===== src/design/ihbs_pkg.sv =====
`timescale 1ns / 1ps
package ihbs_pkg;

  // Default fraction bits of all heights and velocities.
  localparam int FRAC_BITS_DEF = 16;

  // Field widths.
  localparam int H_W   = 24;
  localparam int V_W   = 24;
  localparam int Q_W   = 32;
  localparam int G_W   = 24;
  localparam int DRY_W = 16;
  localparam int CFG_W = 24;

  // Products and roots.
  localparam int PROD_W = 48;
  localparam int ROOT_W = 24;

  // Register reset values.
  localparam logic [G_W-1:0]   GRAVITY_RESET = 24'd642908;
  localparam logic [DRY_W-1:0] DRY_RESET     = 16'd1;

  // Register indexes.
  typedef enum logic {
    CFG_GRAVITY = 1'b0,
    CFG_DRY     = 1'b1
  } cfg_idx_t;

  // Saturation limits of a 24 bit signed velocity.
  localparam logic signed [V_W-1:0] VEL_MAX = 24'sh7FFFFF;
  localparam logic signed [V_W-1:0] VEL_MIN = 24'sh800000;

  // Fields carried alongside the root pipeline.
  typedef struct packed {
    logic [H_W-1:0]        hin;
    logic signed [V_W-1:0] u;
    logic signed [V_W-1:0] v;
    logic [H_W-1:0]        hfix;
    logic                  upper;
    logic [PROD_W-1:0]     ghfix;
    logic                  sub;
  } side_t;

endpackage


===== src/design/ihbs_sqrt.sv =====
`timescale 1ns / 1ps
// Pipelined integer square root, one root bit per stage.
module ihbs_sqrt (
  input  logic                              clk,
  input  logic                              en,
  input  logic [ihbs_pkg::PROD_W-1:0]       op,
  output logic [ihbs_pkg::ROOT_W-1:0]       root
);
  localparam int NST = ihbs_pkg::ROOT_W;
  localparam int RW  = ihbs_pkg::ROOT_W + 3;
  localparam int PW  = ihbs_pkg::PROD_W;

  logic [RW-1:0]                 rem_r  [NST];
  logic [ihbs_pkg::ROOT_W-1:0]   root_r [NST];
  logic [PW-1:0]                 op_r   [NST];

  genvar k;
  generate
    for (k = 0; k < NST; k++) begin : g_st
      logic [RW-1:0]               src_rem;
      logic [ihbs_pkg::ROOT_W-1:0] src_root;
      logic [PW-1:0]               src_op;
      logic [RW-1:0]               rem_sh;
      logic [RW-1:0]               trial;
      logic                        take;

      if (k == 0) begin : g_first
        assign src_rem  = '0;
        assign src_root = '0;
        assign src_op   = op;
      end else begin : g_next
        assign src_rem  = rem_r[k-1];
        assign src_root = root_r[k-1];
        assign src_op   = op_r[k-1];
      end

      // Bring in the next two operand bits and try the next root bit.
      assign rem_sh = {src_rem[RW-3:0], src_op[PW-1:PW-2]};
      assign trial  = {1'b0, src_root, 2'b01};
      assign take   = rem_sh >= trial;

      always_ff @(posedge clk) begin
        if (en) begin
          rem_r[k]  <= take ? (rem_sh - trial) : rem_sh;
          root_r[k] <= {src_root[ihbs_pkg::ROOT_W-2:0], take};
          op_r[k]   <= {src_op[PW-3:0], 2'b00};
        end
      end
    end
  endgenerate

  assign root = root_r[NST-1];
endmodule


===== config.mk =====
export PLATFORM = sky130hd
export DESIGN_NAME = ihbs_sqrt
export DESIGN_NICKNAME = d
export VERILOG_FILES = /design/src/design/ihbs_pkg.sv /design/src/design/ihbs_sqrt.sv
export SDC_FILE = /design/constraint.sdc
export NUM_CORES = 2
export LEC_CHECK = 0
export BUFFER_PORTS_ARGS = -buffer_cell sky130_fd_sc_hd__buf_2
export CAP_MARGIN = 30
export CELL_PAD_IN_SITES_DETAIL_PLACEMENT = 1
export CELL_PAD_IN_SITES_GLOBAL_PLACEMENT = 1
export CORE_ASPECT_RATIO = 0.75
export CORE_MARGIN = 1.5
export CORE_UTILIZATION = 30
export DETAILED_ROUTE_END_ITERATION = 7
export GPL_TIMING_DRIVEN = 0
export PLACE_DENSITY_LB_ADDON = 0.05
export SYNTH_ARGS = -nofsm -noshare
export SYNTH_HDL_FRONTEND = slang
export SYNTH_SLANG_ARGS = --single-unit

===== constraint.sdc =====
create_clock -name clk -period 8.9 [get_ports clk]
set_clock_uncertainty 0.2 [all_clocks]
set_input_delay 0.445 -clock clk [delete_from_list [all_inputs] [get_ports clk]]
set_output_delay 0.445 -clock clk [all_outputs]
set_load 0.03 [all_outputs]

Yosys cells after proc, flatten, opt, wreduce, memory -nomap -nowiden
Memory sizes are Yosys's and may differ from the RTL's.
Cells that the tools add are included.
Storage, ports and cells
  memory bits (writable): 2328
  register bits: 0
  logic and storage cells: 77
  output and inout bits: 24
  bits of input ports: 50
  memories kept: 3
Operators by class
  $add $sub $neg: 24
  multiplexer cells: 26
  order comparisons: 24
Memories
  op_r: words 24, bits a word 46, rd ports 23, clocked after Yosys merged registers in 0, write ports 24, RTL line ihbs_sqrt.sv:15  | logic [PW-1:0] op_r [NST];
  rem_r: words 24, bits a word 27, rd ports 23, clocked after Yosys merged registers in 0, write ports 24, RTL line ihbs_sqrt.sv:13  | logic [RW-1:0] rem_r [NST];
  root_r: words 24, bits a word 24, rd ports 24, clocked after Yosys merged registers in 0, write ports 24, RTL line ihbs_sqrt.sv:14  | logic [ihbs_pkg::ROOT_W-1:0] root_r [NST];
Operators with widths (count)
  two-way mux 27 bit: 24
  >= comparator 27 x 26 -> 1 bit: 23
  subtractor 27 x 26 -> 27 bit: 23
  subtractor 2 x 1 -> 3 bit (second input constant): 1
  >= comparator 2 x 1 -> 1 bit (second input constant): 1
  two-way mux 1 bit: 2

Depth between registers and ports, before layout
An unclocked memory read counts as a cell.
  depth in word-level cells: 3
  gate-level depth with buffers: 13
  gate-level depth less buffers: 12

Worst setup path after synthesis
OpenSTA, ideal clock, no wires.
  kind: reg2reg
  start: memory rem_r[1][108] (netlist name)
  end: memory rem_r[1][156] (netlist name), data pin
  slack: 5.539 ns
  data required time: 8.442 ns
  stages on the path, launching flop included: 11
  setup time: 0.258 ns
  arrival: 2.904 ns
  buffers on the path: 0
  period minus slack after synthesis: 3.361 ns
  cell sequence: edfxtp_1 -> ha_1 -> o21ai_1 -> a211oi_1 -> a21o_1 -> a21o_1 -> a221o_1 -> a41oi_2 -> or4_1 -> or4b_1 -> xnor2_1
RTL lines (RTL line)
  start, declared: ihbs_sqrt.sv:13

==> metrics.txt <==
net switching power 5.13 mW; run status finished clean; initial antenna violation count 6; relative contribution of the clock network to total power 0.352; clock-pin transition on the worst setup and hold timing paths 0.06 ns; remaining global-route overflow 0; count of buffer and inverter cells on the critical path 3; cell chosen for the clock root clkbuf_16; worst min path class in -> reg; max-slew violation count 0; Power per Cell Area 249 nW/µm²; highest fanout seen on the critical path 10; met2 layer wire length in the routed design 56.6 mm; worst-case headroom to the max-slew limit 0.395; number of enable-type register cells in the synthesized netlist 1394; Post-CTS Setup Bufs 0; number of detailed-route iterations in the first pass 5; arrival time at the worst endpoint 5.43 ns; Post-DRT Antenna Nets 0; number of hold violations in the final report 0; # port buffers 73; design internal power 13.3 mW; starting density of the core 0.303; sequential area share after synthesis 0.652; final standard cell area without fillers 74000 µm²; via count of the first global-routing pass 38800; post-DR wirelength/cell 19.1 µm; maximum count of clock buffers along a single path 4; number of resized instances in the post-cts repair step 0; Final Critical Period 5.15 ns; clock tree from TritonCTS done; Placement Cell Area 68500 µm²; number of vias in the routed layout 37900; fraction of final layout cells sized beyond drive strength 1 0.0808; number of clock sinks 1394; Crit path largest cell delay 0.74 ns; Tcrit/Tclk final 0.579; CP required 9.18 ns; CTS hold repair buffers 50; GPL Wtd Cong 0.812; mean cell area of the mapped netlist 13.2 µm²; peak ir drop on the vdd network 0.156 mV; wire length of the first global-routing pass 241 mm; switching share of total power 0.278; Gate power share 0.175; max-capacitance violation count 0; combined global-route utilization of all metal layers 0.143; Setup CP Type reg -> reg; most used cells in the layout excluding fill and tap cells 1394 x edfxtp_1, 405 x inv_1, 349 x nand2_1, 325 x ha_1, 279 x o21ai_0; wirelength, routed 155 mm; number of H-tree levels 4; leakage power of the design 27.7 nW; count of nets after finishing 5557; sum of met3 wire segment lengths after detailed routing 6.16 mm; Critical Path Sink Type flop; smallest setup slack after layout 3.75 ns; fin cells 8114; maximum number of pins on one net before global-route repair 158; number of standard cells after synthesis 4871; Filler Cells Inserted 22400; CP startpoint kind flop; Mapped Area 64200 µm²; die area 217000 µm²; worst slack, placed 3.97 ns; final setup TNS 0 ns; area added between synthesis and finish 15.3%; ratio of routed vias to standard cells 4.67; vertical extent of the die 404 µm; count of routing violations after the opening detailed-route iteration 2415; delay-heaviest family, CP compound AO/OA/AOI/OAI gates; dominant cells by area after synthesis edfxtp_1 65%, ha_1 6.3%, xnor2_1 3.1%; number of register bits inferred by synthesis 1394; floorplan row count 146; highest metal layer with signal wires met4; number of different library cells in the post-synthesis netlist 91; Synth top area share 0.652; synth warn 0; cell taking the most area after synthesis edfxtp_1; slew at the pin closest to its max-slew limit 0.893 ns; endpoints failing setup 0; standard cell with the maximum stage delay on the critical path clkbuf_1; net count of the mapped netlist 5246; share of synthesized registers carrying an async set or reset 0; Die X 537 µm; core area 212000 µm²; HPWL after DPL 111 mm; list of cells traversed by the critical path inv_1 > ha_1 > o21ai_0 > a211o_1 > a211oi_1 > o211ai_1 > nand2_1 > clkbuf_1 > clkbuf_1 > a21oi_1; overall power consumption 18.5 mW; DRC 0; most common cell after layout, fill and taps aside edfxtp_1; # IOs 74; met1 layer wirelength in the final routing 88.8 mm; most frequently used flop master after synthesis edfxtp_1; number of buffers created by CTS 169; clock latency on the worst-skew pair 0.81 ns; setup repair after global routing missed its margin no; number of instances in the placed design 7773; Seq pwr share 0.474; Fmax 194 MHz; Worst path most repeated cell clkbuf_1
stage by stage:
step	hold WS, ns	utilization
2_1_floorplan	0.200	-
3_3_place_gp	0.200	0.321
3_5_place_dp	0.205	0.323
4_1_cts	0.0308	0.349
5_1_grt	0.0520	0.349
6_report	0.113	0.349
sequential cells by signal, summed over array words and instances, names as in the netlist:
register,count
op_r,552
rem_r,542
root_r,300
worst reg2reg max path: cells and delay by family (launching register included):
kind / cells / cell delay (ns)
AOI/OAI and AO/OA: 5 / 1.69
buffers and inverters: 3 / 1.53
adders and majority gates: 1 / 0.54
and+or+nand+nor: 1 / 0.49
DFF: 1 / 0.37
cell families (layout without fill, tap and decap cells):
kind of cell,after synthesis,count (layout),share of synthesized area
flip-flops,1394,1394,0.652
AND/OR/NAND/NOR,1218,1218,0.0943
AO/OA/AOI/OAI,946,946,0.0909
buffers and inverters,488,917,0.0291
XOR/XNOR,432,432,0.0589
adder cells (fa/ha/maj),325,325,0.0633
multiplexers,67,67,0.0116
other,1,3,0.0000584
layout make-up:
class | count | area [µm²] | share of cell area
Timing Repair Buffer | 140 | 1210 | 0.0164
Tap cell | 2812 | 3520 | 0.0475
Inverter | 408 | 1530 | 0.0207
Multi-Input combinational cell | 2989 | 20500 | 0.277
Clock buffer | 208 | 4400 | 0.0594
Sequential cell | 1394 | 41900 | 0.565
Antenna cell | 2 | 5.00 | 0.0000676
Buffer | 80 | 340 | 0.00460
Clock inverter | 81 | 679 | 0.00918
metal layers:
metal,vias to the layer above,track usage
met5,-,0
met4,0,0.0344
met3,203,0.0257
met2,464,0.182
met1,18600,0.239
li1,18600,-
worst paths after layout:
| check | from | endpoint | slack, ns | cells past startpoint |
|---|---|---|---|---|
| max | root_r[2][49]$_DFFE_PP_ | rem_r[2][97]$_DFFE_PP_ | 3.75 | 10 |
| min | op[24] | op_r[0][24]$_DFFE_PP_ | 0.11 | 2 |
| max reg2reg | root_r[2][49]$_DFFE_PP_ | rem_r[2][97]$_DFFE_PP_ | 3.75 | 10 |
| min reg2reg | op_r[0][203]$_DFFE_PP_ | op_r[0][251]$_DFFE_PP_ | 0.19 | 0 |
power groups by stage:
stage               sequential, mW  clock (mW)  combinational, mW
detailed placement            8.88           0               3.20
CTS                           8.76        6.80               3.25
global placement              9.20           0               3.16
floorplan                     8.64           0               2.27
finish                        8.74        6.49               3.22
global route                  8.84        7.01               3.64
synth_stat cells, drive strengths merged (67+ instances only):
| cell | number |
|---|---|
| nor3 | 121 |
| xnor2 | 226 |
| a21oi | 275 |
| a21o | 100 |
| o21ai | 281 |
| ha | 325 |
| xor2 | 206 |
| edfxtp | 1394 |
| nand2 | 351 |
| inv | 407 |
| clkbuf | 67 |
| nor2 | 254 |
| nand3 | 74 |
Note: power is estimated with default switching activity, not from simulation.
