===== src/design/ihbs_pkg.sv =====
`timescale 1ns / 1ps
package ihbs_pkg;

  // Default fraction bits of all heights and velocities.
  localparam int FRAC_BITS_DEF = 16;

  // Field widths.
  localparam int H_W   = 24;
  localparam int V_W   = 24;
  localparam int Q_W   = 32;
  localparam int G_W   = 24;
  localparam int DRY_W = 16;
  localparam int CFG_W = 24;

  // Products and roots.
  localparam int PROD_W = 48;
  localparam int ROOT_W = 24;

  // Register reset values.
  localparam logic [G_W-1:0]   GRAVITY_RESET = 24'd642908;
  localparam logic [DRY_W-1:0] DRY_RESET     = 16'd1;

  // Register indexes.
  typedef enum logic {
    CFG_GRAVITY = 1'b0,
    CFG_DRY     = 1'b1
  } cfg_idx_t;

  // Saturation limits of a 24 bit signed velocity.
  localparam logic signed [V_W-1:0] VEL_MAX = 24'sh7FFFFF;
  localparam logic signed [V_W-1:0] VEL_MIN = 24'sh800000;

  // Fields carried alongside the root pipeline.
  typedef struct packed {
    logic [H_W-1:0]        hin;
    logic signed [V_W-1:0] u;
    logic signed [V_W-1:0] v;
    logic [H_W-1:0]        hfix;
    logic                  upper;
    logic [PROD_W-1:0]     ghfix;
    logic                  sub;
  } side_t;

endpackage


===== src/design/ihbs_div.sv =====
`timescale 1ns / 1ps
// Pipelined saturating signed divide of discharge * 2^FRAC_BITS by height.
// One setup stage, one quotient bit per stage, one sign stage.
module ihbs_div #(
  parameter int FRAC_BITS = ihbs_pkg::FRAC_BITS_DEF
) (
  input  logic                              clk,
  input  logic                              en,
  input  logic signed [ihbs_pkg::Q_W-1:0]   q,
  input  logic [ihbs_pkg::H_W-1:0]          d,
  input  logic                              zero,
  output logic signed [ihbs_pkg::V_W-1:0]   quo
);
  localparam int AW  = ihbs_pkg::Q_W + FRAC_BITS;
  localparam int QB  = ihbs_pkg::V_W - 1;
  localparam int DW  = ihbs_pkg::H_W;
  localparam int CW  = (AW > DW + QB) ? AW : DW + QB;
  localparam int NIT = QB;

  logic [ihbs_pkg::Q_W-1:0] mag;
  logic [AW-1:0]            a;
  logic [AW-1:0]            a_hi;
  logic                     sat;

  logic          neg_r  [NIT+1];
  logic          sat_r  [NIT+1];
  logic          zero_r [NIT+1];
  logic [DW-1:0] rem_r  [NIT+1];
  logic [QB-1:0] low_r  [NIT+1];
  logic [QB-1:0] quo_r  [NIT+1];
  logic [DW-1:0] d_r    [NIT+1];
  logic signed [ihbs_pkg::V_W-1:0] out_r;

  // Magnitude and overflow check: the quotient saturates once it reaches 2^23.
  assign mag  = q[ihbs_pkg::Q_W-1] ? (~q + 1'b1) : q;
  assign a    = {mag, {FRAC_BITS{1'b0}}};
  assign a_hi = a >> QB;
  assign sat  = CW'(a) >= (CW'(d) << QB);

  always_ff @(posedge clk) begin
    if (en) begin
      neg_r[0]  <= q[ihbs_pkg::Q_W-1];
      sat_r[0]  <= sat;
      zero_r[0] <= zero;
      rem_r[0]  <= a_hi[DW-1:0];
      low_r[0]  <= a[QB-1:0];
      quo_r[0]  <= '0;
      d_r[0]    <= d;
    end
  end

  genvar k;
  generate
    for (k = 1; k <= NIT; k++) begin : g_it
      logic [DW:0] t;
      logic [DW:0] diff;
      logic        ge;

      // Restoring step: shift in one dividend bit, subtract if it fits.
      assign t    = {rem_r[k-1], low_r[k-1][QB-1]};
      assign ge   = t >= {1'b0, d_r[k-1]};
      assign diff = t - {1'b0, d_r[k-1]};

      always_ff @(posedge clk) begin
        if (en) begin
          neg_r[k]  <= neg_r[k-1];
          sat_r[k]  <= sat_r[k-1];
          zero_r[k] <= zero_r[k-1];
          rem_r[k]  <= ge ? diff[DW-1:0] : t[DW-1:0];
          low_r[k]  <= {low_r[k-1][QB-2:0], 1'b0};
          quo_r[k]  <= {quo_r[k-1][QB-2:0], ge};
          d_r[k]    <= d_r[k-1];
        end
      end
    end
  endgenerate

  // Apply sign, saturation and the dry case.
  always_ff @(posedge clk) begin
    if (en) begin
      if (zero_r[NIT]) begin
        out_r <= '0;
      end else if (sat_r[NIT]) begin
        out_r <= neg_r[NIT] ? ihbs_pkg::VEL_MIN : ihbs_pkg::VEL_MAX;
      end else if (neg_r[NIT]) begin
        out_r <= -$signed({1'b0, quo_r[NIT]});
      end else begin
        out_r <= $signed({1'b0, quo_r[NIT]});
      end
    end
  end

  assign quo = out_r;
endmodule


===== config.mk =====
export PLATFORM = sky130hd
export DESIGN_NAME = ihbs_div
export DESIGN_NICKNAME = d
export VERILOG_FILES = /design/src/design/ihbs_pkg.sv /design/src/design/ihbs_div.sv
export SDC_FILE = /design/constraint.sdc
export NUM_CORES = 2
export LEC_CHECK = 0
export BUFFER_PORTS_ARGS = -buffer_cell sky130_fd_sc_hd__clkbuf_2
export CAP_MARGIN = 20
export CORE_ASPECT_RATIO = 1.1
export CORE_MARGIN = 2
export CORE_UTILIZATION = 51
export DETAILED_ROUTE_END_ITERATION = 16
export MAX_ROUTING_LAYER = met4
export PLACE_DENSITY = 0.64
export SYNTH_ARGS = -nofsm -noshare
export SYNTH_HDL_FRONTEND = slang
export SYNTH_SLANG_ARGS = --single-unit

===== constraint.sdc =====
create_clock -name clk -period 4.6 [get_ports clk]
set_input_delay 0.69 -clock clk [delete_from_list [all_inputs] [get_ports clk]]
set_output_delay 0.69 -clock clk [all_outputs]
set_load 0.02 [all_outputs]

== After elaboration in Yosys (flattened, before gate mapping) ==
Memory sizes are Yosys's and may differ from the RTL's.
Cells that the tools add are included.
Storage, ports and cells
  bits in registers: 24
  bits in writable memories: 2304
  bits of input ports: 59
  output and inout bits: 24
  logic and storage cells: 87
  memories: 7
Memories
  d_r: depth 24, bits a word 24, rd ports 23, clocked after memory_dff 0, wr ports 24, line ihbs_div.sv:31  | logic [DW-1:0] d_r [NIT+1];
  rem_r: depth 24, bits a word 24, rd ports 23, clocked after memory_dff 0, wr ports 24, line ihbs_div.sv:28  | logic [DW-1:0] rem_r [NIT+1];
  quo_r: depth 24, bits a word 23, rd ports 24, clocked after memory_dff 0, wr ports 24, line ihbs_div.sv:30  | logic [QB-1:0] quo_r [NIT+1];
  low_r: depth 24, bits a word 22, rd ports 23, clocked after memory_dff 0, wr ports 24, line ihbs_div.sv:29  | logic [QB-1:0] low_r [NIT+1];
  neg_r: depth 24, bits a word 1, rd ports 24, clocked after memory_dff 0, wr ports 24, line ihbs_div.sv:25  | logic neg_r [NIT+1];
  sat_r: depth 24, bits a word 1, rd ports 24, clocked after memory_dff 0, wr ports 24, line ihbs_div.sv:26  | logic sat_r [NIT+1];
  +1 memories
Cells by class
  $add $sub $neg: 25
  order comparisons: 24
  multiplexer cells: 29
  bitwise gates (word level): 1
Operators by type and width (number)
  24-bit 2-to-1 mux: 26
  25-bit by 24-bit greater-or-equal comparator with 1-bit output: 23
  24-bit subtractor: 23
  48-bit by 47-bit greater-or-equal comparator with 1-bit output: 1
  32-bit by 1-bit adder with 32-bit output (second input constant): 1
  32-bit 2-to-1 mux: 1
  32-bit NOT: 1
  23-bit negator with 24-bit output: 1
  1-bit 2-to-1 mux: 2

== Depth between registers and ports, before layout ==
  word-level depth: 4
  gate-level depth with buffers: 16
  depth with buffers taken out: 16

== Worst setup path before layout ==
No wires, ideal clock.
  path type: input to register
  from: input port q[5] in the netlist's numbering
  to: memory sat_r[0][0], data pin
  setup time: 0.263 ns
  data arrival time: 3.750 ns
  data required time: 4.337 ns
  path slack: 0.586 ns
  stages: 14
  path buffers: 0
  path through: or4_1 > or2_1 > or3_4 > nand2b_4 > nand2b_4 > nand2b_4 > or4_4 > o21ai_2 > nand2_1 > xor2_1 > ha_1 > a21o_1 > a211oi_1 > o21ai_1
RTL lines
  from (decl): line ihbs_div.sv:9  | input logic signed [ihbs_pkg::Q_W-1:0] q,
  to (decl): line ihbs_div.sv:26

==> flow_summary.toml <==
[logic_synthesis]
synth_cells = 6756
ys_ff_latch = 1504
synth-async-reset-ratio = 0
synth_area_um2 = 80000
netlist-cell-type-count = 95
ys.flop_type = "edfxtp_1"
yosysWarnings = 0
avgSynthCellArea_um2 = 11.8
seq_area_frac_synth = 0.565
synth-edff-count = 1504
syn_nets = 7414

[final_layout]
utilization = 0.569
fin_cells = 9150
layout_common_cells = "edfxtp_1, inv_1, ha_1"
final_common_cell = "edfxtp_1"
num-nets-final = 7596
syn_to_final_growth_pct = 11.0
drive_gt1_frac = 0.0860

[sta]
finalCritPeriodShare = 0.891
finalSetupViolations = 0
hold_slack_ns = 0.0775
max_clock_freq_ghz = 0.244
setup_tns_ns = 0
slew_violations = 0
worst_slew_pin_slew_ns = 1.17
fin_crit_ns = 4.10
grt_setup_unrepaired = "no"
hold_viol = 0
relSlewSlack = 0.207
skew_ns = 0.0317

[detailed_routing]
drtIter0Drc = 3903
wl_um = 168000
routedWlPerCell_um = 18.3
vias = 50800
first_pass_iters = 6
ant_nets = 0
drc = 0
via_per_inst = 5.55

[worst_setup_path]
start_kind = "flip-flop"
crit_fanout = 34
worstPathArrival_ns = 4.66
cp-end-kind = "flip-flop"
required_ns = 5.16
r2r_slack_ns = 0.50
critPathKind = "flip-flop to flip-flop"

[global_route]
use_met3 = 0.0285
gr-total-overflow = 0
antenna_found_initial = 5
grtUsageMet1 = 0.280
grt_start_max_net_pins = 141
grt-busiest-layer = "met2"
grt_pass1_vias = 49500
grt_util_met2 = 0.357
grt.total_usage = 0.215
grt_pass1_wl_um = 266000

[clock_network]
htreeDepth = 4
cts.clk_slew.worst_paths_ns = 0.06
cts_buffers = 161
clockBufferDepth = 3
clockRootBuffer = "clkbuf_16"
tritoncts = "built"
cts_setup_buffers = 0
cts.sinks = 1504
clk_latency_ns = 0.81
cts_resized = 0

[floorplan]
die_h_um = 419
io_pins = 83
start_util = 0.513
num_rows = 152
core-area_um2 = 156000
die_x_um = 382
die_area_um2 = 160000

[job]
cap_violations = 0

[placement]
gp_congestion = 0.900
portBuffers = 82
dp_hpwl_um = 124000
placedCellCount = 8848

[pwr]
p_total_mw = 60.4
p_leak_nw = 35.8
pwr_density_cell_nw_per_um2 = 680
ir_drop_v = 0.000344

[run_status]
status = "complete, no violations"

[hold_path]
hold_path.class = "input pin to flip-flop"
## final timing paths
kind                     start       endpoint  cells past startpoint
setup / recovery    d_r[2][25]   rem_r[2][57]                     12
hold / removal           d[10]     d_r[0][10]                      1
setup reg to reg    d_r[2][25]   rem_r[2][57]                     12
hold reg to reg   quo_r[2][84]  quo_r[2][108]                      0
## synthesized netlist by cell type (all sizes together) (91+ instances only)
master,n,area [um2]
clkbuf,94,353
edfxtp,1504,45200
xor2,154,1350
a21oi,488,2440
inv,711,2670
o21a,99,743
a21o,211,1580
o21ai,477,2390
nand3,91,455
ha,577,7220
xnor2,292,2560
nor2,367,1380
mux2,201,2260
nand2,456,1710
nand2b,97,629
## registers in the layout (all words and copies together) (netlist names)
register  flops
quo          24
rem_r       552
d_r         552
neg_r        24
zero_r       24
quo_r       276
low_r        28
sat_r        24
## metrics by stage
step	setup slack [ns]	cell area [um2]
after floorplan	0.586	80000
after global placement	0.235	83300
after detailed placement	0.191	83300
after CTS	0.545	88700
after global routing	0.323	88800
final	0.501	88800
## per-layer routing
layer / share of wire / vias to the layer above
met5: 0 / -
met4: 0.023 / 0
met3: 0.042 / 242
met2: 0.49 / 1009
met1: 0.45 / 24300
li1: - / 25200
## cells by family after synthesis
family,after synthesis,synth area share
mux,222,0.0309
compound gates,1713,0.134
simple gates,1423,0.0846
flops,1504,0.565
fa+ha+maj,599,0.0958
buf+inv,849,0.0406
xor+xnor,446,0.0488
## layout make-up
class / count / area, um2
Clock buffer: 185 / 4120
Inverter: 711 / 2670
Tap cell: 2079 / 2600
Timing Repair Buffer: 157 / 1310
Antenna cell: 2 / 5.00
Sequential cell: 1504 / 45200
Fill cell: 13000 / 67200
Multi-Input combinational cell: 4403 / 31600
Clock inverter: 109 / 1290
## where the power goes
part / internal [mW] / total (mW) / switching, mW
combinational: 11.3 / 25.2 / 13.9
clock: 7.60 / 13.2 / 5.59
sequential: 20.0 / 22.0 / 1.99
## critical path: stages, from the launching register on
cell and delay, ns:
edfxtp_1 0.43, inv_1 0.08, ha_1 0.23, nor2b_1 0.15, o31a_1 0.29, o31ai_1 0.41, a31oi_1 0.22, a221o_1 0.44
a21bo_2 0.31, a41o_1 0.33, a31oi_4 0.36, buf_12 0.23, mux2_1 0.34
## timing repair
action	in CTS	in global routing
hold buffers	4	0
endpoints found under the setup margin	0	0
hold endpoints to repair	4	0
No activity file was read; power rests on OpenSTA's default activity.
